$ cat src/rtl/lsrc_pkg.sv
// ----------------------------------------------------------------------------
// lsrc_pkg: shared definitions of the line segment clipper
// Widths, fixed point formats, register codes and stage structs.
// ----------------------------------------------------------------------------
package lsrc_pkg;

    localparam int COORD_W    = 24;
    localparam int COORD_FRAC = 4;
    localparam int FRAC       = 16;
    localparam int CFG_W      = 12;
    localparam int EDGE_W     = CFG_W + COORD_FRAC;
    localparam int DIFF_W     = COORD_W + 1;
    localparam int MAG_W      = COORD_W + 1;
    localparam int QUO_W      = FRAC + 1;
    localparam int T_W        = FRAC + 2;
    localparam int U_W        = FRAC + 1;
    localparam int DIV_LAT    = FRAC + 1;
    localparam int NTEST      = 4;

    localparam logic [T_W-1:0] PARAM_ONE = T_W'(1) << FRAC;
    localparam logic [T_W-1:0] PARAM_SAT = PARAM_ONE + T_W'(1);

    localparam logic [0:0] REG_WIDTH  = 1'b0;
    localparam logic [0:0] REG_HEIGHT = 1'b1;

    localparam logic [CFG_W-1:0] RESET_WIDTH  = CFG_W'(640);
    localparam logic [CFG_W-1:0] RESET_HEIGHT = CFG_W'(480);

    // Per boundary test: parallel to the edge, entering edge, negative quotient.
    typedef struct packed {
        logic skip;
        logic enter;
        logic neg;
    } test_t;

    typedef struct packed {
        logic signed [COORD_W-1:0] x0;
        logic signed [COORD_W-1:0] y0;
        logic signed [COORD_W-1:0] x1;
        logic signed [COORD_W-1:0] y1;
        logic signed [DIFF_W-1:0]  dx;
        logic signed [DIFF_W-1:0]  dy;
        test_t [NTEST-1:0]         tst;
        logic                      par_rej;
    } side_t;

endpackage

$ cat src/rtl/lsrc_div.sv
// ----------------------------------------------------------------------------
// lsrc_div: pipelined parameter divider
// Restoring division, one quotient bit per stage, with a saturation flag.
// ----------------------------------------------------------------------------
module lsrc_div
    import lsrc_pkg::*;
(
    input  logic              clk,
    input  logic              en,
    input  logic [MAG_W-1:0]  num,
    input  logic [MAG_W-1:0]  den,
    output logic [QUO_W-1:0]  quo,
    output logic              sat
);

    logic [MAG_W-1:0] rem_reg [DIV_LAT];
    logic [MAG_W-1:0] den_reg [DIV_LAT];
    logic [QUO_W-1:0] quo_reg [DIV_LAT];
    logic             sat_reg [DIV_LAT];
    logic [MAG_W-1:0] rem_next [DIV_LAT];
    logic [MAG_W-1:0] den_next [DIV_LAT];
    logic [QUO_W-1:0] quo_next [DIV_LAT];
    logic             sat_next [DIV_LAT];
    logic [MAG_W:0]   shf [DIV_LAT];
    logic [MAG_W:0]   sub [DIV_LAT];
    logic             ge  [DIV_LAT];

    always_comb
    begin
        // The first stage produces the unit bit without a shift; a quotient
        // of two or more saturates.
        shf[0]      = {1'b0, num};
        sub[0]      = {1'b0, num} - {1'b0, den};
        ge[0]       = (num >= den);
        sat_next[0] = ({1'b0, num} >= {den, 1'b0});
        rem_next[0] = ge[0] ? sub[0][MAG_W-1:0] : num;
        quo_next[0] = QUO_W'(ge[0]);
        den_next[0] = den;
        for (int k = 1; k < DIV_LAT; k++)
        begin
            shf[k]      = {rem_reg[k-1], 1'b0};
            sub[k]      = shf[k] - {1'b0, den_reg[k-1]};
            ge[k]       = (shf[k] >= {1'b0, den_reg[k-1]});
            rem_next[k] = ge[k] ? sub[k][MAG_W-1:0] : shf[k][MAG_W-1:0];
            quo_next[k] = {quo_reg[k-1][QUO_W-2:0], ge[k]};
            sat_next[k] = sat_reg[k-1];
            den_next[k] = den_reg[k-1];
        end
    end

    always_ff @(posedge clk)
    begin
        if (en)
        begin
            for (int k = 0; k < DIV_LAT; k++)
            begin
                rem_reg[k] <= rem_next[k];
                den_reg[k] <= den_next[k];
                quo_reg[k] <= quo_next[k];
                sat_reg[k] <= sat_next[k];
            end
        end
    end

    assign quo = quo_reg[DIV_LAT-1];
    assign sat = sat_reg[DIV_LAT-1];

endmodule

$ cat config.mk
export PLATFORM = sky130hd
export DESIGN_NAME = lsrc_div
export DESIGN_NICKNAME = d
export VERILOG_FILES = /design/src/rtl/lsrc_pkg.sv /design/src/rtl/lsrc_div.sv
export SDC_FILE = /design/constraint.sdc
export NUM_CORES = 2
export LEC_CHECK = 0
export ABC_AREA = 1
export BUFFER_PORTS_ARGS = -buffer_cell sky130_fd_sc_hd__buf_2
export CORE_MARGIN = 4
export CORE_UTILIZATION = 45
export CTS_CLUSTER_SIZE = 16
export DETAILED_ROUTE_END_ITERATION = 7
export REMOVE_ABC_BUFFERS = 1
export SLEW_MARGIN = 20
export SYNTH_ARGS = -nofsm -noshare
export SYNTH_HDL_FRONTEND = slang
export SYNTH_SLANG_ARGS = --single-unit
$ cat constraint.sdc
create_clock -name clk -period 2.8 [get_ports clk]
set_input_delay 0.42 -clock clk [delete_from_list [all_inputs] [get_ports clk]]
set_output_delay 0.42 -clock clk [all_outputs]
set_load 0.03 [all_outputs]
==> results.md <==
* Outcome: completed
* Post-synthesis cell type count at 43
* Post-synth top area share at 0.4198
* NumNets Final at 10050
* Startpoint types: flop
* Worst-path maximum fanout at 26
* Share of synthesized area spent on multiplexers at 0
* CTS tree: yes
* Number of buffers on the longest clock path at 3
* Width of the die at 400.7 um
* Clock buffers created by TritonCTS at 110
* Number of DRC markers after the initial detailed-route iteration at 4572
* Gate count of the mapped netlist at 9292
* Crit path largest cell delay at 0.53 ns
* Comb pwr share at 0.507
* Remaining antenna violation count at 0
* Clk sinks at 970
* Net Sw Frac at 0.4508
* Post-route non-filler standard cell count at 11660
* Number of H-tree branching levels at 3
* Compound-Gate Fraction of Synth Area at 0.01942
* Sum of routed wire length over all layers at 206.5 mm
* Area of the core at 152600 um2
* Register area share after synthesis at 0.4198
* Routed wire length per instance at 17.71 um
* Vertical extent of the die at 400.7 um
* Critical-path cell with the highest stage delay: sky130_fd_sc_hd__edfxtp_1
* Core occupancy in the finished layout at 0.5050
* Post-synthesis share of cell area spent on full adders, half adders and majority gates at 0.08541
* Post-CTS clock slew at the launch and capture registers of the worst setup and hold paths at 0.06 ns
* Number of antenna violations at the first check in global routing at 4
* Crit end category: flop
* Critical path, cell by cell: inv_1 -> ha_1 -> nand2_1 -> nor2_2 -> inv_2 -> nor3_4 -> nand3_4 -> nand3_4 -> nand2_1 -> nand2_1
* Total global-route track usage at 0.2502
* Largest net degree at the start of global routing at 99
* Count of pins on the block boundary at 70
* PortBufs at 69
* Maximum vdd drop at 0.5342 mV
* Starting density of the core at 0.4546
* Endpoints failing hold at 0
* Max-slew violations at 0
* Post-synth top cells: sky130_fd_sc_hd__nand2_1, sky130_fd_sc_hd__inv_1, sky130_fd_sc_hd__edfxtp_1
* Tightest Pin Transition at 0.6084 ns
* Cell with the most instances on the worst path: sky130_fd_sc_hd__nand2_1
* Worst clock skew at 0.04270 ns
* Global placer's final weighted congestion at 0.9310
* Inserted Diodes at 0
* Yosys warns at 0
* Wire length of the first global-routing pass at 317.1 mm
* Share of final-layout standard cells stronger than drive strength 1 at 0.06129
* Summed negative setup slack over all endpoints at 0 ns
* Power share of the clock group at 0.186
* Count of flip-flops with a built-in enable after synthesis at 970
* Leakage power figure at 40.60 nW
* Type of the most critical hold path: in2reg
* Pwr per Cell Area at 1031 nW/um2
* Total of max-cap violations at 0
* CTS Root Buffer Type: sky130_fd_sc_hd__clkbuf_16
* Net Sw Power at 35.83 mW
* Number of failing setup endpoints in the final timing report at 0
* Sequential Power Share at 0.307
* Data arrival time of the critical path at 3.19 ns
* Fillers at 14920
* Share of synthesized flip-flops with an asynchronous set or reset at 0
* Dominant combinational cell family by area after synthesis: simple AND/OR/NAND/NOR gates
* Number of vias per cell after detailed routing at 4.999
* Kind of critical path: reg2reg
* Synthesized cell area at 69380 um2
* Vias in the first global route at 55510
* #FFs+latches synth at 970
* Number of placement rows at 143
* Simple-gate share of the synthesized area at 0.3321
* Area growth from synthesis to layout at 11.09%
* Xor/xnor share of the synthesized area at 0.02411
* Count of vias placed by the detailed router at 58270
* Area of the die at 160500 um2
* Post-route fraction of the period consumed by the critical path at 0.9303
* Total global routing overflow at 0
* Top cells by area in the synthesized netlist: sky130_fd_sc_hd__edfxtp_1, sky130_fd_sc_hd__nand2_1, sky130_fd_sc_hd__inv_1, sky130_fd_sc_hd__ha_1, sky130_fd_sc_hd__nand4_1
* Internal Power at 43.65 mW
* Worst slew slack as a fraction of its limit at 0.5913
* Post-DP HPWL at 165.9 mm
* Detailed-route DRC error count at 0
* Total placed cells including tap cells at 11430
* Average size of a mapped cell at 7.467 um2
* Dominant cell type by area after synthesis: sky130_fd_sc_hd__edfxtp_1
* Detailed-routing iteration count for the pre-antenna-repair pass at 8
* Unrepaired setup endpoints after global routing: no
* F_max at 383.9 MHz
* Clk_lat worst skew at 0.73 ns
* Shortest clock period the worst path allows after layout at 2.605 ns
* Largest delay contributor family on the critical path: simple AND/OR/NAND/NOR gates
* Data required, critical path at 3.38 ns
* Most frequently used flop master after synthesis: sky130_fd_sc_hd__edfxtp_1
* Number of buffer and inverter instances along the worst setup path at 2
* Most numerous cell in the Yosys netlist: sky130_fd_sc_hd__nand2_1
[through the flow]
step	setup slack, ns	hold slack [ns]	total power, mW	cell area, um2
2_1_floorplan	0.4560	0.4003	51.06	68550
5_1_grt	0.002421	0.04814	85.97	77080
6_report	0.1952	0.07490	79.48	77080
4_1_cts	0.06291	0.01654	79.66	77050
3_5_place_dp	0.07772	0.4045	64.44	73100
3_3_place_gp	0.1284	0.4002	64.19	73100
[kinds of logic after synthesis]
family                     after synthesis
and+or+nand+nor                       5337
buffers and inverters                 2108
xor gates and xnor gates               191
AOI/OAI and AO/OA                      222
DFF                                    970
adders and majority gates              464
[cells in the final DEF, fill, tap and decap left out, drive strengths merged, types with 40 or more instances in the layout]
master  instances
a21oi         192
nor2          533
or2            40
nand3         392
edfxtp        970
inv          1985
buf           233
nand2        3735
clkbuf        127
and2           41
nand4         517
ha            448
xor2          175
clkinv         48
[cell type report]
cell class                 count  area, um2  area share
clock buffer                 127       2859     0.03709
timing repair buffer         258       2275     0.02951
multi-input combinational   6215      32000      0.4152
clock inverter                76      837.1     0.01086
sequential                   970      29130      0.3779
inverter                    1980       7432     0.09643
tap                         2030       2540     0.03295
[power groups by stage]
stage	Clock, mW	Combinational [mW]	Sequential, mW
global route	15.8	45.6	24.6
floorplan	0	28.4	22.7
global placement	0	39.4	24.7
detailed placement	0	39.8	24.7
finish	14.8	40.3	24.4
CTS	15.2	40.0	24.4
[metal layers]
| metal | track usage | up-vias | share of wire |
|---|---|---|---|
| met5 | 0 | - | 0.00014 |
| met3 | 0.02670 | 332 | 0.047 |
| met4 | 0.07896 | 4 | 0.033 |
| met2 | 0.4378 | 1559 | 0.49 |
| met1 | 0.3250 | 26610 | 0.43 |
| li1 | - | 29770 | - |
[what timing repair did]
| action | CTS | global route |
|---|---|---|
| hold buffers | 25 | 0 |
| buffers inserted | 0 | 1 |
| resized for setup | 0 | 1 |
| setup endpoints to repair | 0 | 26 |
| endpoints found under the hold margin | 25 | 0 |
[worst min-delay path, cell delays in order]
cell and delay [ns]:
sky130_fd_sc_hd__buf_2 0.11, sky130_fd_sc_hd__nand4_1 0.09, sky130_fd_sc_hd__nand2_1 0.07
[path summary, 6_finish.rpt]
check,end,startpoint,cells past startpoint,slack [ns]
worst max-delay path,rem_reg[0][166]$_DFFE_PP_,den_reg[0][143]$_DFFE_PP_,10,0.20
worst min-delay path,rem_reg[0][0]$_DFFE_PP_,num[0],3,0.07
worst max register to register,rem_reg[0][166]$_DFFE_PP_,den_reg[0][143]$_DFFE_PP_,10,0.20
worst min register to register,sat_reg[11]$_DFFE_PP_,sat_reg[10]$_DFFE_PP_,0,0.42
Note: power is estimated with default switching activity, not from simulation.
