===== config.mk =====
export PLATFORM = sky130hd
export DESIGN_NAME = lsrc_setup
export DESIGN_NICKNAME = d
export VERILOG_FILES = /design/src/rtl/lsrc_pkg.sv /design/src/rtl/lsrc_setup.sv
export SDC_FILE = /design/constraint.sdc
export NUM_CORES = 1
export LEC_CHECK = 0
export BUFFER_PORTS_ARGS = -buffer_cell sky130_fd_sc_hd__buf_2
export CAP_MARGIN = 10
export CORE_MARGIN = 2
export CORE_UTILIZATION = 36
export DETAILED_ROUTE_END_ITERATION = 10
export GPL_TIMING_DRIVEN = 0
export SLEW_MARGIN = 40
export SYNTH_ARGS = -nofsm -noshare
export SYNTH_HDL_FRONTEND = slang
export SYNTH_SLANG_ARGS = --single-unit

===== constraint.sdc =====
create_clock -name clk -period 3.59 [get_ports clk]
set_input_delay 0.5385 -clock clk [delete_from_list [all_inputs] [get_ports clk]]
set_output_delay 0.5385 -clock clk [all_outputs]
set_load 0.02 [all_outputs]

===== src/rtl/lsrc_pkg.sv =====
// ----------------------------------------------------------------------------
// lsrc_pkg: shared definitions of the line segment clipper
// Widths, fixed point formats, register codes and stage structs.
// ----------------------------------------------------------------------------
package lsrc_pkg;

    localparam int COORD_W    = 24;
    localparam int COORD_FRAC = 4;
    localparam int FRAC       = 16;
    localparam int CFG_W      = 12;
    localparam int EDGE_W     = CFG_W + COORD_FRAC;
    localparam int DIFF_W     = COORD_W + 1;
    localparam int MAG_W      = COORD_W + 1;
    localparam int QUO_W      = FRAC + 1;
    localparam int T_W        = FRAC + 2;
    localparam int U_W        = FRAC + 1;
    localparam int DIV_LAT    = FRAC + 1;
    localparam int NTEST      = 4;

    localparam logic [T_W-1:0] PARAM_ONE = T_W'(1) << FRAC;
    localparam logic [T_W-1:0] PARAM_SAT = PARAM_ONE + T_W'(1);

    localparam logic [0:0] REG_WIDTH  = 1'b0;
    localparam logic [0:0] REG_HEIGHT = 1'b1;

    localparam logic [CFG_W-1:0] RESET_WIDTH  = CFG_W'(640);
    localparam logic [CFG_W-1:0] RESET_HEIGHT = CFG_W'(480);

    // Per boundary test: parallel to the edge, entering edge, negative quotient.
    typedef struct packed {
        logic skip;
        logic enter;
        logic neg;
    } test_t;

    typedef struct packed {
        logic signed [COORD_W-1:0] x0;
        logic signed [COORD_W-1:0] y0;
        logic signed [COORD_W-1:0] x1;
        logic signed [COORD_W-1:0] y1;
        logic signed [DIFF_W-1:0]  dx;
        logic signed [DIFF_W-1:0]  dy;
        test_t [NTEST-1:0]         tst;
        logic                      par_rej;
    } side_t;

endpackage


===== src/rtl/lsrc_setup.sv =====
// ----------------------------------------------------------------------------
// lsrc_setup: segment setup
// Two stages: deltas and edge distances, then magnitudes and test flags.
// ----------------------------------------------------------------------------
module lsrc_setup
    import lsrc_pkg::*;
(
    input  logic                            clk,
    input  logic                            en,
    input  logic signed [COORD_W-1:0]       start_x,
    input  logic signed [COORD_W-1:0]       start_y,
    input  logic signed [COORD_W-1:0]       end_x,
    input  logic signed [COORD_W-1:0]       end_y,
    input  logic [EDGE_W-1:0]               xmax,
    input  logic [EDGE_W-1:0]               ymax,
    output side_t                           side,
    output logic [NTEST-1:0][MAG_W-1:0]     num,
    output logic [NTEST-1:0][MAG_W-1:0]     den
);

    logic signed [COORD_W-1:0] x0_reg, y0_reg, x1_reg, y1_reg;
    logic signed [DIFF_W-1:0]  dx_reg, dy_reg;
    logic signed [DIFF_W-1:0]  q_reg [NTEST];
    logic signed [DIFF_W-1:0]  x0_ext, y0_ext, x1_ext, y1_ext;

    side_t                       side_next, side_reg;
    logic [NTEST-1:0][MAG_W-1:0] num_next, num_reg, den_next, den_reg;
    logic [MAG_W-1:0]            mag_dx, mag_dy;
    logic                        dx_neg, dy_neg, dx_zero, dy_zero;
    logic [NTEST-1:0]            p_neg, p_zero;

    assign x0_ext = {start_x[COORD_W-1], start_x};
    assign y0_ext = {start_y[COORD_W-1], start_y};
    assign x1_ext = {end_x[COORD_W-1], end_x};
    assign y1_ext = {end_y[COORD_W-1], end_y};

    always_ff @(posedge clk)
    begin
        if (en)
        begin
            x0_reg   <= start_x;
            y0_reg   <= start_y;
            x1_reg   <= end_x;
            y1_reg   <= end_y;
            dx_reg   <= x1_ext - x0_ext;
            dy_reg   <= y1_ext - y0_ext;
            q_reg[0] <= x0_ext;
            q_reg[1] <= $signed(DIFF_W'(xmax)) - x0_ext;
            q_reg[2] <= y0_ext;
            q_reg[3] <= $signed(DIFF_W'(ymax)) - y0_ext;
        end
    end

    always_comb
    begin
        dx_neg  = dx_reg[DIFF_W-1];
        dy_neg  = dy_reg[DIFF_W-1];
        dx_zero = (dx_reg == '0);
        dy_zero = (dy_reg == '0);
        mag_dx  = dx_neg ? MAG_W'(-dx_reg) : MAG_W'(dx_reg);
        mag_dy  = dy_neg ? MAG_W'(-dy_reg) : MAG_W'(dy_reg);

        // Left and top use -delta, right and bottom use +delta.
        p_zero = {dy_zero, dy_zero, dx_zero, dx_zero};
        p_neg  = {dy_neg, !dy_neg && !dy_zero, dx_neg, !dx_neg && !dx_zero};

        side_next.x0      = x0_reg;
        side_next.y0      = y0_reg;
        side_next.x1      = x1_reg;
        side_next.y1      = y1_reg;
        side_next.dx      = dx_reg;
        side_next.dy      = dy_reg;
        side_next.par_rej = 1'b0;
        for (int i = 0; i < NTEST; i++)
        begin
            side_next.tst[i].skip  = p_zero[i];
            side_next.tst[i].enter = p_neg[i];
            side_next.tst[i].neg   = (q_reg[i] != '0) && (q_reg[i][DIFF_W-1] != p_neg[i]);
            num_next[i] = q_reg[i][DIFF_W-1] ? MAG_W'(-q_reg[i]) : MAG_W'(q_reg[i]);
            den_next[i] = (i < 2) ? mag_dx : mag_dy;
            if (p_zero[i] && q_reg[i][DIFF_W-1])
            begin
                side_next.par_rej = 1'b1;
            end
        end
    end

    always_ff @(posedge clk)
    begin
        if (en)
        begin
            side_reg <= side_next;
            num_reg  <= num_next;
            den_reg  <= den_next;
        end
    end

    assign side = side_reg;
    assign num  = num_reg;
    assign den  = den_reg;

endmodule


==> flow_summary_export.csv, run 1 <==
group,metric,value,unit
sta,rsz0062_at_grt,"no",
power_and_ir_drop,ir_drop,0.349,mV
global_route,grt_first_pass_wirelength,95700,um
layout,final_area,0.0283,mm2
power_and_ir_drop,clkPwrFrac,33.4,%
sta,slew-limit-headroom,36.4,%
global_route,track_usage,19.3,%
critical_path,crit_path_end_kind,"flip-flop",
placed_design,dp_hpwl,51000,um
detailed_routing,wire_per_inst,20.8,um
layout,layout_common_cells,"edfxtp_1 (497), buf_2 (488), xnor2_1 (185)",
synthesis,synth-async-reset-ratio,0,%
die,die_area,0.0656,mm2
min_path,min_from,"start_y[14]",
layout,area_growth,23.7,%
clocking,clock-sinks,497,
layout,final_nets,2430,
layout,stdcell_count,3104,
placed_design,post-place-ws,40.9,ps
sta,hold_slack,125,ps
sta,fin_crit,3490,ps
outcome,status,"completed",
layout,largest_reg_flops,153,
placed_design,dp.cells,3000,
sta,layout_setup_ws,102,ps
power_and_ir_drop,power_leakage,11.0,nW
job,max-cap-violations,0,
sta,worst_slew_pin_slew,944,ps
placed_design,port_buffers,488,
global_route,grt_pass1_vias,15602,
critical_path,r2r_start,"dy_reg[6]$_DFFE_PP_",
power_and_ir_drop,combPwrFrac,18.3,%
placed_design,placed_area,0.0266,mm2
detailed_routing,antenna_left,0,
layout,drive_above_1_share,29.4,%
synthesis,avgSynthCellArea,13.8,um2
power_and_ir_drop,p_int,11.5,mW
power_and_ir_drop,p_sw,4.48,mW
detailed_routing,num_vias,15545,
layout,postLayoutCoreUtil,44.9,%
synthesis,ys_seq_elements,497,
critical_path,worstSetupPathType,"reg -> reg",
detailed_routing,remaining_drc_errors,0,
synthesis,ys_warn_count,0,
die,die_h,256,um
synthesis,synth-seq-area-share,65.3,%
sta,setup_tns,0,ps
sta,finClkSkew,23.2,ps
clocking,tritoncts,"done",
power_and_ir_drop,p_total,15.9,mW
die,ios,489,
clocking,cts_setup_buffers,0,
detailed_routing,wl,64600,um
placed_design,place.gp.congestion,0.897,
critical_path,cp.arrival,3920,ps
power_and_ir_drop,swShare,28.1,%
critical_path,critical_path.startpoint,"dy_reg[6]$_DFFE_PP_",
synthesis,synth_ff_type,"edfxtp_1",
detailed_routing,drt_iter0_drc,955,
clocking,post_cts_resized,0,
sta,finalSetupViolCount,0,
clocking,path_clk_slew,60,ps
clocking,cts_root_buffer,"clkbuf_16",
layout,layout_commonest_cell,"edfxtp_1",
synthesis,synth_edf_count,497,
clocking,postCtsHoldBufs,0,
synthesis,syn_inst,1659,
detailed_routing,via_per_inst,5.01,
die,num_rows,92,
detailed_routing,first_pass_iters,5,
clocking,cts_inserted_buffers,54,
global_route,antenna_found_initial,11,
sta,maxSlewViolCount,0,
global_route,grt_max_degree,85,
sta,finalHoldViolations,0,
critical_path,worstSetupStartpointType,"flip-flop",
die,core-area,0.0630,mm2
global_route,grt.overflow.total,0,
clocking,clock_latency,610,ps
min_path,worstHoldPathType,"in -> reg",
clocking,cts.htree.levels,2,
power_and_ir_drop,cellPowerDensity,563,mW/mm2
critical_path,cp_max_fo,6,
synthesis,yosysUniqueCellTypes,68,
sta,post-route-period-util,97.2,%
power_and_ir_drop,seqPwrFrac,48.3,%
die,start_util,36.3,%
synthesis,syn_area,0.0229,mm2
sta,fmax,0.287,GHz
die,die_width,256,um
clocking,clk_path_buf_depth,3,
critical_path,critPathRequiredTime,4030,ps
-- critical path, cell delays in order (launching register included) --
cell	delay (ps)
edfxtp_1	450
or4_1	600
or3_1	400
nor3_1	220
nand2_1	210
nor4_2	640
o21ai_0	570
nand2_1	250
-- final timing paths --
check,endpoint,slack [ps],cells after the start
min reg2reg,side[102]$_DFFE_PP_,410,0
max,side[0]$_SDFFCE_PP1P_,100,7
min,y0_reg[14]$_DFFE_PP_,130,1
max reg2reg,side[0]$_SDFFCE_PP1P_,100,7
-- Yosys cell counts, types with 5 or more instances --
cell	number	area, um2
a211oi_1	10	75.1
a21o_1	17	128
a21oi_1	76	380
a31oi_1	15	93.8
and2_1	10	62.6
and3_1	10	62.6
buf_4	58	435
clkbuf_1	30	113
edfxtp_1	497	14900
ha_1	86	1080
inv_1	95	357
nand2_1	92	345
nand2b_1	25	156
nand3_1	32	160
nand4_1	12	75.1
nor2_1	53	199
nor2b_1	15	93.8
nor3_1	19	95.1
nor4_1	16	100
o211ai_1	7	52.6
o21a_1	10	75.1
o21ai_0	86	430
o21bai_1	7	52.6
o311ai_0	5	43.8
o31ai_1	42	315
o41ai_1	17	149
or3_1	17	106
or4_1	16	120
or4_4	5	56.3
xnor2_1	185	1620
xor2_1	20	175
-- final cells by class --
| class | instances | area, um2 |
|---|---|---|
| Clock buffer | 63 | 1450 |
| Buffer | 90 | 558 |
| Fill cell | 5740 | 34700 |
| Inverter | 95 | 357 |
| Clock inverter | 35 | 249 |
| Antenna cell | 6 | 15.0 |
| Sequential cell | 497 | 14900 |
| Timing Repair Buffer | 494 | 2620 |
| Tap cell | 846 | 1060 |
| Multi-Input combinational cell | 978 | 7070 |
-- power groups by stage --
| stage | sequential [mW] | combinational (mW) | clock (mW) |
|---|---|---|---|
| 5_1_grt | 7.77 | 3.16 | 5.70 |
| 2_1_floorplan | 8.16 | 1.38 | 0 |
| 4_1_cts | 7.70 | 2.95 | 5.50 |
| 3_3_place_gp | 7.89 | 2.89 | 0 |
| 6_report | 7.69 | 2.92 | 5.33 |
| 3_5_place_dp | 7.81 | 2.94 | 0 |
-- kinds of logic (layout without fill, tap and decap cells) --
group	count (synthesis)	in the layout	synth area share, %
compound gates	332	332	9.57
xor+xnor	205	205	7.85
fa+ha+maj	90	90	5.05
buf+inv	185	777	3.99
flops	497	497	65.3
mux	6	6	0.295
other cells	1	8	0.0164
simple gates	343	343	7.96
-- metal layers --
layer / global-route usage, % / routed length (um) / up-vias
met5: 0 / 80 / -
met4: 6.19 / 1870 / 14
met3: 5.43 / 4850 / 100
met2: 35.0 / 33200 / 529
met1: 21.8 / 24600 / 7582
li1: - / - / 7320
Power figures use the tool's default switching activity.
==> run 2: changes to the inputs <==
- clock period: 3.59 -> 3.4 ns (I/O delays scaled with it)
==> flow_summary_export.csv, run 2 (synthesis gave the netlist of run 1 again) <==
group,metric,value,unit
power_and_ir_drop,power_leakage,11.0,nW
global_route,grt_first_pass_wirelength,95700,um
critical_path,r2r_start,"dy_reg[6]$_DFFE_PP_",
layout,drive_above_1_share,29.4,%
critical_path,worstSetupStartpointType,"flip-flop",
clocking,clk_path_buf_depth,3,
critical_path,critical_path.startpoint,"dy_reg[6]$_DFFE_PP_",
clocking,cts.htree.levels,2,
placed_design,place.gp.congestion,0.897,
clocking,clock-sinks,497,
power_and_ir_drop,ir_drop,0.369,mV
global_route,track_usage,19.3,%
critical_path,crit_path_top_delay_cell,"or4_1",
critical_path,crit_path_end_kind,"flip-flop",
sta,layout_setup_ws,166,ps
clocking,cts_inserted_buffers,54,
die,start_util,36.3,%
global_route,grt_max_degree,85,
clocking,tritoncts,"done",
sta,setup_tns,0,ps
layout,final_nets,2430,
min_path,worstHoldPathType,"in -> reg",
critical_path,cp_top_family,"simple AND/OR/NAND/NOR gates",
clocking,clock_latency,610,ps
detailed_routing,via_per_inst,5.02,
critical_path,crit_end,"side[0]$_SDFFCE_PP1P_",
job,max-cap-violations,0,
detailed_routing,antenna_left,0,
clocking,path_clk_slew,60,ps
power_and_ir_drop,p_total,16.8,mW
layout,layout_commonest_cell,"edfxtp_1",
clocking,cts_root_buffer,"clkbuf_16",
sta,finalHoldViolations,0,
critical_path,cp.depth,7,
layout,area_growth,23.8,%
sta,fmax,0.309,GHz
die,die_width,256,um
critical_path,cp_max_fo,6,
critical_path,cp.arrival,3670,ps
outcome,status,"completed",
placed_design,port_buffers,488,
detailed_routing,first_pass_iters,5,
sta,rsz0062_at_grt,"no",
detailed_routing,wl,64600,um
placed_design,post-place-ws,-121,ps
die,core-area,0.0630,mm2
critical_path,cpPeakStageDelay,600,ps
critical_path,r2r_cells,7,
sta,hold_slack,98.3,ps
global_route,grt_pass1_vias,15618,
sta,fin_crit,3230,ps
critical_path,r2r_end,"side[0]$_SDFFCE_PP1P_",
global_route,antenna_found_initial,11,
detailed_routing,num_vias,15575,
layout,largest_reg_flops,153,
detailed_routing,remaining_drc_errors,0,
sta,finClkSkew,23.0,ps
critical_path,crit_chain,"or4_1, or3_1, nor3_1, nand2_1, nor4_4, o21ai_0, nand2_1",
die,die_area,0.0656,mm2
die,num_rows,92,
die,die_h,256,um
sta,maxSlewViolCount,0,
critical_path,reg2reg_slack,170,ps
sta,slew-limit-headroom,37.9,%
placed_design,dp_hpwl,51000,um
critical_path,critPathRequiredTime,3840,ps
power_and_ir_drop,cellPowerDensity,594,mW/mm2
sta,finalSetupViolCount,0,
critical_path,worstSetupPathType,"reg -> reg",
sta,post-route-period-util,95.1,%
detailed_routing,drt_iter0_drc,937,
detailed_routing,wire_per_inst,20.8,um
sta,worst_slew_pin_slew,922,ps
die,ios,489,
global_route,grt.overflow.total,0,
critical_path,cpMostUsedCell,"nand2_1",
critical_path,worst-path-buf-inv,0,
layout,layout_common_cells,"edfxtp_1 (497), buf_2 (488), xnor2_1 (185)",
run 2: layout make-up:
| class | count | area [um2] |
|---|---|---|
| Fill cell | 5738 | 34700 |
| Sequential cell | 497 | 14900 |
| Multi-Input combinational cell | 978 | 7080 |
| Timing Repair Buffer | 494 | 2620 |
| Clock buffer | 63 | 1450 |
| Tap cell | 846 | 1060 |
| Buffer | 90 | 558 |
| Inverter | 95 | 357 |
| Clock inverter | 35 | 249 |
| Antenna cell | 6 | 15.0 |
run 2: how the worst min path moves through the flow:
stage,start,to,cells past startpoint
after detailed placement,x1_reg[13]$_DFFE_PP_,side[100]$_DFFE_PP_,0
after global placement,x1_reg[16]$_DFFE_PP_,side[103]$_DFFE_PP_,0
final,start_y[11],y0_reg[11]$_DFFE_PP_,1
after floorplan,x1_reg[13]$_DFFE_PP_,side[100]$_DFFE_PP_,0
after global routing,start_y[14],y0_reg[14]$_DFFE_PP_,1
after CTS,start_y[4],y0_reg[4]$_DFFE_PP_,1
run 2: per-layer routing:
layer | vias to the layer above | part of all wire [%] | global-route usage [%]
li1 | 7324 | - | -
met1 | 7579 | 38 | 21.8
met2 | 558 | 51 | 35.0
met3 | 100 | 7.9 | 5.43
met4 | 14 | 2.9 | 6.19
met5 | - | 0.12 | 0
run 2: timing repair:
action,in CTS,in global routing
endpoints found under the hold margin,0,0
setup buffers,0,0
hold buffers,0,0
gates resized for setup,1,0
setup endpoints to repair,1,0
run 2: worst register-to-register path: cells and delay by family (launching register included):
kind	cells	cell delay (ps)
and+or+nand+nor	6	2160
DFF	1	450
AOI/OAI and AO/OA	1	480
run 2: metrics by stage:
| step | cells | util (%) | instance area [um2] |
|---|---|---|---|
| 4_1_cts | 3098 | 44.9 | 28300 |
| 3_3_place_gp | 2994 | 41.9 | 26400 |
| 3_5_place_dp | 3000 | 42.2 | 26600 |
| 5_1_grt | 3100 | 44.9 | 28300 |
| 6_report | 3104 | 45.0 | 28300 |
| 2_1_floorplan | 1660 | - | 22900 |
run 2: power breakdown:
| group | switching (mW) | internal (mW) | leakage [nW] |
|---|---|---|---|
| Combinational | 1.91 | 1.17 | 5.34 |
| Clock | 2.37 | 3.25 | 0.826 |
| Sequential | 0.451 | 7.67 | 4.87 |
| Total | 4.73 | 12.1 | 11.0 |
