### src/rtl/lsrc_pkg.sv
// ----------------------------------------------------------------------------
// lsrc_pkg: shared definitions of the line segment clipper
// Widths, fixed point formats, register codes and stage structs.
// ----------------------------------------------------------------------------
package lsrc_pkg;

    localparam int COORD_W    = 24;
    localparam int COORD_FRAC = 4;
    localparam int FRAC       = 16;
    localparam int CFG_W      = 12;
    localparam int EDGE_W     = CFG_W + COORD_FRAC;
    localparam int DIFF_W     = COORD_W + 1;
    localparam int MAG_W      = COORD_W + 1;
    localparam int QUO_W      = FRAC + 1;
    localparam int T_W        = FRAC + 2;
    localparam int U_W        = FRAC + 1;
    localparam int DIV_LAT    = FRAC + 1;
    localparam int NTEST      = 4;

    localparam logic [T_W-1:0] PARAM_ONE = T_W'(1) << FRAC;
    localparam logic [T_W-1:0] PARAM_SAT = PARAM_ONE + T_W'(1);

    localparam logic [0:0] REG_WIDTH  = 1'b0;
    localparam logic [0:0] REG_HEIGHT = 1'b1;

    localparam logic [CFG_W-1:0] RESET_WIDTH  = CFG_W'(640);
    localparam logic [CFG_W-1:0] RESET_HEIGHT = CFG_W'(480);

    // Per boundary test: parallel to the edge, entering edge, negative quotient.
    typedef struct packed {
        logic skip;
        logic enter;
        logic neg;
    } test_t;

    typedef struct packed {
        logic signed [COORD_W-1:0] x0;
        logic signed [COORD_W-1:0] y0;
        logic signed [COORD_W-1:0] x1;
        logic signed [COORD_W-1:0] y1;
        logic signed [DIFF_W-1:0]  dx;
        logic signed [DIFF_W-1:0]  dy;
        test_t [NTEST-1:0]         tst;
        logic                      par_rej;
    } side_t;

endpackage

### src/rtl/lsrc_lerp.sv
// ----------------------------------------------------------------------------
// lsrc_lerp: endpoint interpolation
// Registers u times |delta|, then adds it to or subtracts it from the start.
// ----------------------------------------------------------------------------
module lsrc_lerp
    import lsrc_pkg::*;
(
    input  logic                       clk,
    input  logic                       en,
    input  logic signed [COORD_W-1:0]  base,
    input  logic signed [DIFF_W-1:0]   d,
    input  logic [U_W-1:0]             u,
    output logic [COORD_W-1:0]         value
);

    logic [MAG_W-1:0]       mag_d;
    logic [U_W+MAG_W-1:0]   prod_reg;
    logic [COORD_W-1:0]     base_reg;
    logic                   neg_reg;
    logic [COORD_W-1:0]     step;

    assign mag_d = d[DIFF_W-1] ? MAG_W'(-d) : MAG_W'(d);

    always_ff @(posedge clk)
    begin
        if (en)
        begin
            prod_reg <= (U_W+MAG_W)'(u) * (U_W+MAG_W)'(mag_d);
            base_reg <= base;
            neg_reg  <= d[DIFF_W-1];
        end
    end

    // The product is truncated toward zero in magnitude; the sum stays
    // between the endpoints, so the low bits are the whole answer.
    assign step  = prod_reg[FRAC +: COORD_W];
    assign value = neg_reg ? base_reg - step : base_reg + step;

endmodule

### config.mk
export PLATFORM = sky130hd
export DESIGN_NAME = lsrc_lerp
export DESIGN_NICKNAME = d
export VERILOG_FILES = /design/src/rtl/lsrc_pkg.sv /design/src/rtl/lsrc_lerp.sv
export SDC_FILE = /design/constraint.sdc
export NUM_CORES = 1
export LEC_CHECK = 0
export ABC_AREA = 1
export BUFFER_PORTS_ARGS = -buffer_cell sky130_fd_sc_hd__buf_4
export CORE_MARGIN = 1
export CORE_UTILIZATION = 45
export CTS_BUF_LIST = sky130_fd_sc_hd__clkbuf_4 sky130_fd_sc_hd__clkbuf_8
export DETAILED_ROUTE_END_ITERATION = 10
export GPL_ROUTABILITY_DRIVEN = 0
export SYNTH_ARGS = -nofsm -noshare
export SYNTH_HDL_FRONTEND = slang
export SYNTH_SLANG_ARGS = --single-unit
### constraint.sdc
create_clock -name clk -period 19 [get_ports clk]
set_clock_uncertainty 0.15 [all_clocks]
set_input_delay 0.95 -clock clk [delete_from_list [all_inputs] [get_ports clk]]
set_output_delay 0.95 -clock clk [all_outputs]
set_load 0.01 [all_outputs]
==> results.sh, run 1 <==
export IMPL_outcome="finished, final reports clean"
export IMPL_areaGrowthSynthToFinish_pct=6.711
export IMPL_cts_hold_fix_buffers=0
export IMPL_vias=14840
export IMPL_yosys_area_top_type="fa_1"
export IMPL_cp_data_required_time_ns=18.91
export IMPL_grt_ovfl_total=0
export IMPL_ys_async_sr_fraction=0
export IMPL_final_setup_worst_slack_ns=10.55
export IMPL_drv_cap=0
export IMPL_finalSetupViolations=0
export IMPL_ys_types=51
export IMPL_pin_count=92
export IMPL_period_share=0.4447
export IMPL_numCtsBuffers=5
export IMPL_post_cts_setup_buffers=0
export IMPL_setup_tns_ns=0
export IMPL_startpoint_type="input port"
export IMPL_cpPeakStageDelay_ns=0.90
export IMPL_synthTopCellsByArea="fa_1 (39%), inv_1 (11%), nand2_1 (10%)"
export IMPL_cp_end_kind="register"
export IMPL_ys_ff_latch=49
export IMPL_rsz0062_at_grt="no"
export IMPL_yosys_warnings=0
export IMPL_drive_above_1_share=0.07102
export IMPL_start_util=0.4619
export IMPL_crit_family="adder cells"
export IMPL_critPathSlowestCell="xor2_1"
export IMPL_dr_pass1_iters=7
export IMPL_cts_sinks=49
export IMPL_htreeDepth=2
export IMPL_clk_pin_slew_ns=0.09
export IMPL_arrival_ns=8.36
export IMPL_antenna_found_initial=0
export IMPL_drt_drc_violations_left=0
export IMPL_die_area_mm2=0.03982
export IMPL_dpl_cell_area_mm2=0.01863
export IMPL_yosysSeqAreaShare=0.08378
export IMPL_io_buffers=91
export IMPL_synth_top_area_share=0.3899
export IMPL_fillers=3871
export IMPL_cts_resized=0
export IMPL_finalInstanceArea_mm2=0.01874
export IMPL_ant_nets=0
export IMPL_synth_cells=2252
export IMPL_regArea_mm2=0.001471
export IMPL_fin_crit_ns=8.450
export IMPL_die_h_um=199.6
export IMPL_initialDrtViolationCount=986
export IMPL_netlist_area_mm2=0.01756
export IMPL_fp_coreArea_mm2=0.03802
export IMPL_grt_use_total=0.2727
export IMPL_finish_utilization=0.4929
export IMPL_rows=71
export IMPL_clockBufferDepth=2
export IMPL_final_nets=2832
export IMPL_first_global_vias=15590
export IMPL_ys_flop_type="edfxtp_1"
export IMPL_hold_viol_final=0
export IMPL_grt_max_degree=50
export IMPL_cts_tree="done"
export IMPL_crit_type="in2reg"
export IMPL_crit_fanout=16
export IMPL_synth_edf_count=49
export IMPL_worst_pin_slew_ns=1.140
export IMPL_detail_route_vias_per_cell=5.289
export IMPL_fmax_mhz=118.3
export IMPL_dpl_hpwl_um=42990
export IMPL_multi_input_area_mm2=0.01377
export IMPL_finalMaxSlewViolations=0
export IMPL_antenna_cells=0
export IMPL_yosysMostFrequentCell="inv_1"
export IMPL_hold_path_class="in2reg"
export IMPL_netlist_top_cells_count="inv_1 (522), nand2_1 (471), fa_1 (342), nor2_1 (284), ha_1 (128)"
export IMPL_avgRoutedWirePerCell_um=18.20
export IMPL_avgSynthCellArea_um2=7.798
export IMPL_die_w_um=199.6
export IMPL_grt_pass1_wl_um=82600
export IMPL_maxSlewHeadroom=0.2375
export IMPL_ctsRootBufferMaster="clkbuf_8"
export IMPL_pre_cts_ws_ns=10.43
export IMPL_cp_num_buf_inv=8
export IMPL_wirelength_um=51060
export IMPL_syn_nets=2790
## cell usage in the layout (no fill, tap or decap), types with 3 or more instances in the layout
cell type and count:
a211oi_1 4, a21boi_0 3, a21o_1 11, a21oi_1 73, a31oi_1 5, buf_4 96
clkbuf_8 5, clkinv_1 8, edfxtp_1 49, fa_1 342, ha_1 128, inv_1 522
inv_2 9, nand2_1 471, nand2_2 27, nand3_1 46, nand4_1 12, nor2_1 284
nor2_2 5, nor2_4 3, nor3_1 15, nor4_1 7, o21a_1 4, o21ai_0 48
o21bai_1 13, or2_2 3, xnor2_1 18, xor2_1 57
## metal layers
layer	GRT usage	vias to the layer above	share of wire
met5	0	-	0
met3	0.04928	131	0.087
met1	0.3637	7321	0.41
li1	-	6740	-
met4	0.1193	0	0.051
met2	0.4331	649	0.45
## layout make-up
class / instances / share of cell area
Multi-Input combinational cell: 1603 / 0.7349
Inverter: 539 / 0.1081
Sequential cell: 49 / 0.07851
Timing Repair Buffer: 96 / 0.03846
Tap cell: 511 / 0.03412
Clock buffer: 6 / 0.004073
Clock inverter: 2 / 0.001803
## path summary, 6_finish.rpt
check	start	endpoint	cells past startpoint
setup / recovery	d[0]	prod_reg[38]$_DFFE_PP_	27
hold / removal	base[7]	base_reg[7]$_DFFE_PP_	1
## metrics by stage
step	hold WS (ns)	std cells
final	0.6617	2806
after global routing	0.6472	2806
after CTS	0.6559	2806
after detailed placement	0.9795	2798
after global placement	0.9794	2798
after floorplan	0.8989	2252
## kinds of logic after synthesis
| family | after synthesis | synth area share |
|---|---|---|
| buf+inv | 600 | 0.1319 |
| simple gates | 886 | 0.2070 |
| fa+ha+maj | 470 | 0.4810 |
| compound gates | 169 | 0.05543 |
| xor+xnor | 78 | 0.04082 |
| flops | 49 | 0.08378 |
Power of run 1 is left out: the tool's default activity adds up to more than one toggle a clock period on the data nets, which glitch-free logic cannot reach.
==> inputs of run 2 (changes only) <==
==> constraint.sdc (replaced) <==
create_clock -name clk -period 8.7 [get_ports clk]
set_clock_uncertainty 0.15 [all_clocks]
set_input_delay 0.435 -clock clk [delete_from_list [all_inputs] [get_ports clk]]
set_output_delay 0.435 -clock clk [all_outputs]
set_load 0.01 [all_outputs]
==> run 2 against run 1 <==
  * Flip-flop and latch count did not move
  * Critical path type unchanged
  * Hold slack worse by 0.52 ns
  * Clock-buffer cell count stayed put
  * Global-route usage fell by 0.19 points
  * Non-clock buffer count increased by 3
  * Sequential share of layout area about the same
  * Cell count increased by 0.11%
  * Critical path depth unchanged
==> results.sh, run 2 (synthesis results as in run 1) <==
export IMPL_outcome="finished, final reports clean"
export IMPL_antenna_cells=0
export IMPL_htreeDepth=2
export IMPL_die_area_mm2=0.03982
export IMPL_cp_end_kind="register"
export IMPL_pin_count=92
export IMPL_hold_slack_ns=0.1465
export IMPL_layout_common_cells="inv_1 (522), nand2_1 (471), fa_1 (342)"
export IMPL_drt_drc_violations_left=0
export IMPL_finalSetupViolations=0
export IMPL_grt_ovfl_total=0
export IMPL_setup_tns_ns=0
export IMPL_first_global_vias=15370
export IMPL_rsz0062_at_grt="no"
export IMPL_wirelength_um=50870
export IMPL_hold_path_class="in2reg"
export IMPL_ant_nets=0
export IMPL_cts_resized=0
export IMPL_grt_use_total=0.2708
export IMPL_crit_type="in2reg"
export IMPL_start_util=0.4619
export IMPL_maxSlewHeadroom=0.4981
export IMPL_antenna_found_initial=0
export IMPL_grt_pass1_wl_um=82130
export IMPL_cts_hold_fix_buffers=0
export IMPL_period_share=0.8741
export IMPL_fin_crit_ns=7.605
export IMPL_fp_coreArea_mm2=0.03802
export IMPL_detail_route_vias_per_cell=5.237
export IMPL_fmax_mhz=131.5
export IMPL_io_buffers=91
export IMPL_worst_pin_slew_ns=0.7460
export IMPL_cts_tree="done"
export IMPL_critPathSlowestCell="nor4_1"
export IMPL_cts_sinks=49
export IMPL_finalMaxSlewViolations=0
export IMPL_ctsRootBufferMaster="clkbuf_8"
export IMPL_crit_fanout=16
export IMPL_arrival_ns=7.53
export IMPL_startpoint_type="input port"
export IMPL_numCtsBuffers=5
export IMPL_areaGrowthSynthToFinish_pct=6.840
export IMPL_die_w_um=199.6
export IMPL_crit_top_cell="fa_1"
export IMPL_drive_above_1_share=0.07224
export IMPL_rows=71
export IMPL_drv_cap=0
export IMPL_dr_pass1_iters=8
export IMPL_final_common_cell="inv_1"
export IMPL_hold_viol_final=0
export IMPL_grt_max_degree=50
export IMPL_cpPeakStageDelay_ns=0.66
export IMPL_die_h_um=199.6
export IMPL_vias=14710
export IMPL_clk_pin_slew_ns=0.10
export IMPL_clockBufferDepth=2
export IMPL_final_nets=2835
export IMPL_initialDrtViolationCount=1017
export IMPL_avgRoutedWirePerCell_um=18.11
export IMPL_dpl_hpwl_um=42880
export IMPL_cp_data_required_time_ns=8.63
export IMPL_post_cts_setup_buffers=0
[run 2: cell types whose count changed in the layout (fill, tap and decap cells not counted)]
cell | previous run | this run
buf_4 | 96 | 99
[run 2: final cells by class]
cell class,count,area [um2]
fillers,3861,19260
multi-input cells,1603,13770
clock buffers,6,76.32
flip-flops and latches,49,1471
inverters,539,2026
clock inverters,2,33.78
repair buffers,99,743.2
well taps,511,639.4
[run 2: layer usage]
metal	up-vias	routed length, um	part of all wire	track usage
met1	7319	21450	0.42	0.3669
li1	6747	-	-	-
met4	0	2084	0.041	0.09697
met5	-	0	0	0
met3	100	3942	0.077	0.04506
met2	546	23400	0.46	0.4363
[run 2: final timing paths]
check,from,end,slack (ns),cells past startpoint
min,base[3],base_reg[3]$_DFFE_PP_,0.15,1
max,d[0],prod_reg[38]$_DFFE_PP_,1.10,27
[run 2: stage by stage]
stage / instance area, um2 / utilization / setup WS [ns] / std cells
after floorplan: 17560 / - / 2.109 / 2252
after detailed placement: 18650 / 0.4906 / 0.9331 / 2801
final: 18760 / 0.4935 / 1.095 / 2809
after global routing: 18760 / 0.4935 / 0.8261 / 2809
after global placement: 18650 / 0.4906 / 1.000 / 2801
after CTS: 18760 / 0.4935 / 1.265 / 2809
[run 2: worst max-delay path, delay by kind of cell]
kind | cells | cell delay [ns]
AO/OA/AOI/OAI | 1 | 0.29
buffers and inverters | 7 | 0.98
AND/OR/NAND/NOR | 11 | 2.18
adder cells (fa/ha/maj) | 8 | 3.63
Power of run 2 is left out for the same reason.
==> inputs of run 3 (changes only) <==
--- a/config.mk
+++ b/config.mk
@@ -6,11 +6,11 @@
 export NUM_CORES = 1
 export LEC_CHECK = 0
 export ABC_AREA = 1
-export BUFFER_PORTS_ARGS = -buffer_cell sky130_fd_sc_hd__buf_4
 export CORE_MARGIN = 1
 export CORE_UTILIZATION = 45
 export CTS_BUF_LIST = sky130_fd_sc_hd__clkbuf_4 sky130_fd_sc_hd__clkbuf_8
 export DETAILED_ROUTE_END_ITERATION = 10
+export DONT_BUFFER_PORTS = 1
 export GPL_ROUTABILITY_DRIVEN = 0
 export SYNTH_ARGS = -nofsm -noshare
 export SYNTH_HDL_FRONTEND = slang
==> constraint.sdc (replaced) <==
create_clock -name clk -period 7.8 [get_ports clk]
set_clock_uncertainty 0.15 [all_clocks]
set_input_delay 0.39 -clock clk [delete_from_list [all_inputs] [get_ports clk]]
set_output_delay 0.39 -clock clk [all_outputs]
set_load 0.01 [all_outputs]
==> run 3 against run 2 <==
  * Non-clock buffer count fell by 76
  * Critical endpoint is now prod_reg[39]$_DFFE_PP_
  * Die area did not move
  * Flip-flop and latch count did not move
  * Largest cell class unchanged
==> results.sh, run 3 (synthesis results as in run 1) <==
export IMPL_outcome="finished, final reports clean"
export IMPL_start_util=0.4619
export IMPL_worst_pin_slew_ns=0.7463
export IMPL_regArea_mm2=0.001471
export IMPL_initialDrtViolationCount=1284
export IMPL_startpoint="d[0]"
export IMPL_critPathSlowestCell="fa_1"
export IMPL_crit_type="in2reg"
export IMPL_drt_drc_violations_left=0
export IMPL_grt_use_total=0.2685
export IMPL_crit_top_cell="fa_1"
export IMPL_grt_ovfl_total=0
export IMPL_fp_coreArea_mm2=0.03802
export IMPL_finalMaxSlewViolations=0
export IMPL_layout_common_cells="inv_1 (522), nand2_1 (471), fa_1 (342)"
export IMPL_first_global_vias=14990
export IMPL_ctsRootBufferMaster="clkbuf_8"
export IMPL_maxSlewHeadroom=0.4994
export IMPL_cts_sinks=49
export IMPL_multi_input_area_mm2=0.01377
export IMPL_htreeDepth=2
export IMPL_areaGrowthSynthToFinish_pct=3.790
export IMPL_vias=14550
export IMPL_antenna_found_initial=0
export IMPL_grt_max_degree=50
export IMPL_hold_viol_final=0
export IMPL_avgRoutedWirePerCell_um=18.57
export IMPL_clockBufferDepth=2
export IMPL_antenna_cells=0
export IMPL_startpoint_type="input port"
export IMPL_drive_above_1_share=0.03555
export IMPL_die_w_um=199.6
export IMPL_clk_pin_slew_ns=0.10
export IMPL_cp_end_kind="register"
export IMPL_ant_nets=0
export IMPL_die_area_mm2=0.03982
export IMPL_post_cts_setup_buffers=0
export IMPL_crit_fanout=16
export IMPL_cp_data_required_time_ns=7.74
export IMPL_setup_tns_ns=0
export IMPL_dr_pass1_iters=6
export IMPL_detail_route_vias_per_cell=5.323
export IMPL_rows=71
export IMPL_dpl_hpwl_um=42590
export IMPL_final_nets=2759
export IMPL_final_common_cell="inv_1"
export IMPL_numCtsBuffers=5
export IMPL_finalSetupViolations=0
export IMPL_cts_tree="done"
export IMPL_pin_count=92
export IMPL_fin_crit_ns=7.171
export IMPL_cpPeakStageDelay_ns=0.56
export IMPL_hold_path_class="in2reg"
export IMPL_fillers=3919
export IMPL_arrival_ns=7.11
export IMPL_rsz0062_at_grt="no"
export IMPL_fmax_mhz=139.5
export IMPL_grt_pass1_wl_um=81410
export IMPL_wirelength_um=50740
export IMPL_die_h_um=199.6
export IMPL_drv_cap=0
export IMPL_period_share=0.9193
export IMPL_io_buffers=0
export IMPL_holdCritStartpoint="base[11]"
-- run 3: metrics by stage --
step | hold slack (ns) | instance area [um2] | setup slack (ns) | utilization | std cells
after global placement | 0.3389 | 17990 | 0.4711 | 0.4732 | 2713
after global routing | 0.0006441 | 18230 | 0.2946 | 0.4794 | 2733
after CTS | 0.0001764 | 18110 | 0.7777 | 0.4762 | 2721
after detailed placement | 0.3389 | 17990 | 0.4333 | 0.4732 | 2713
final | 0.01681 | 18230 | 0.6292 | 0.4794 | 2733
after floorplan | 0.3389 | 17560 | 1.254 | - | 2252
-- run 3: final timing paths --
kind | to | slack [ns] | cells after the start
setup / recovery | prod_reg[39]$_DFFE_PP_ | 0.63 | 29
hold / removal | base_reg[11]$_DFFE_PP_ | 0.02 | 0
-- run 3: timing repair --
action	4_1_cts	5_1_grt
hold buffers	0	12
gates resized for setup	0	0
hold endpoints to repair	0	12
-- run 3: layer usage --
layer  global-route usage  up-vias  share of wire
li1                     -     6602              -
met1               0.3699     7173           0.42
met2               0.4286      664           0.45
met3              0.04118      110          0.090
met4              0.09471        0          0.038
met5                    0        -              0
-- run 3: worst max-delay path, delay by kind of cell --
kind,cells,cell delay [ns]
fa+ha+maj,8,3.53
compound gates,3,0.82
simple gates,12,1.76
buf+inv,6,0.59
-- run 3: final cells by class --
cell class	count	share of cell area
clock buffers	5	0.003775
clock inverters	3	0.002540
inverters	539	0.1111
flip-flops and latches	49	0.08072
well taps	511	0.03508
repair buffers	23	0.01112
multi-input cells	1603	0.7556
Power of run 3 is left out for the same reason.
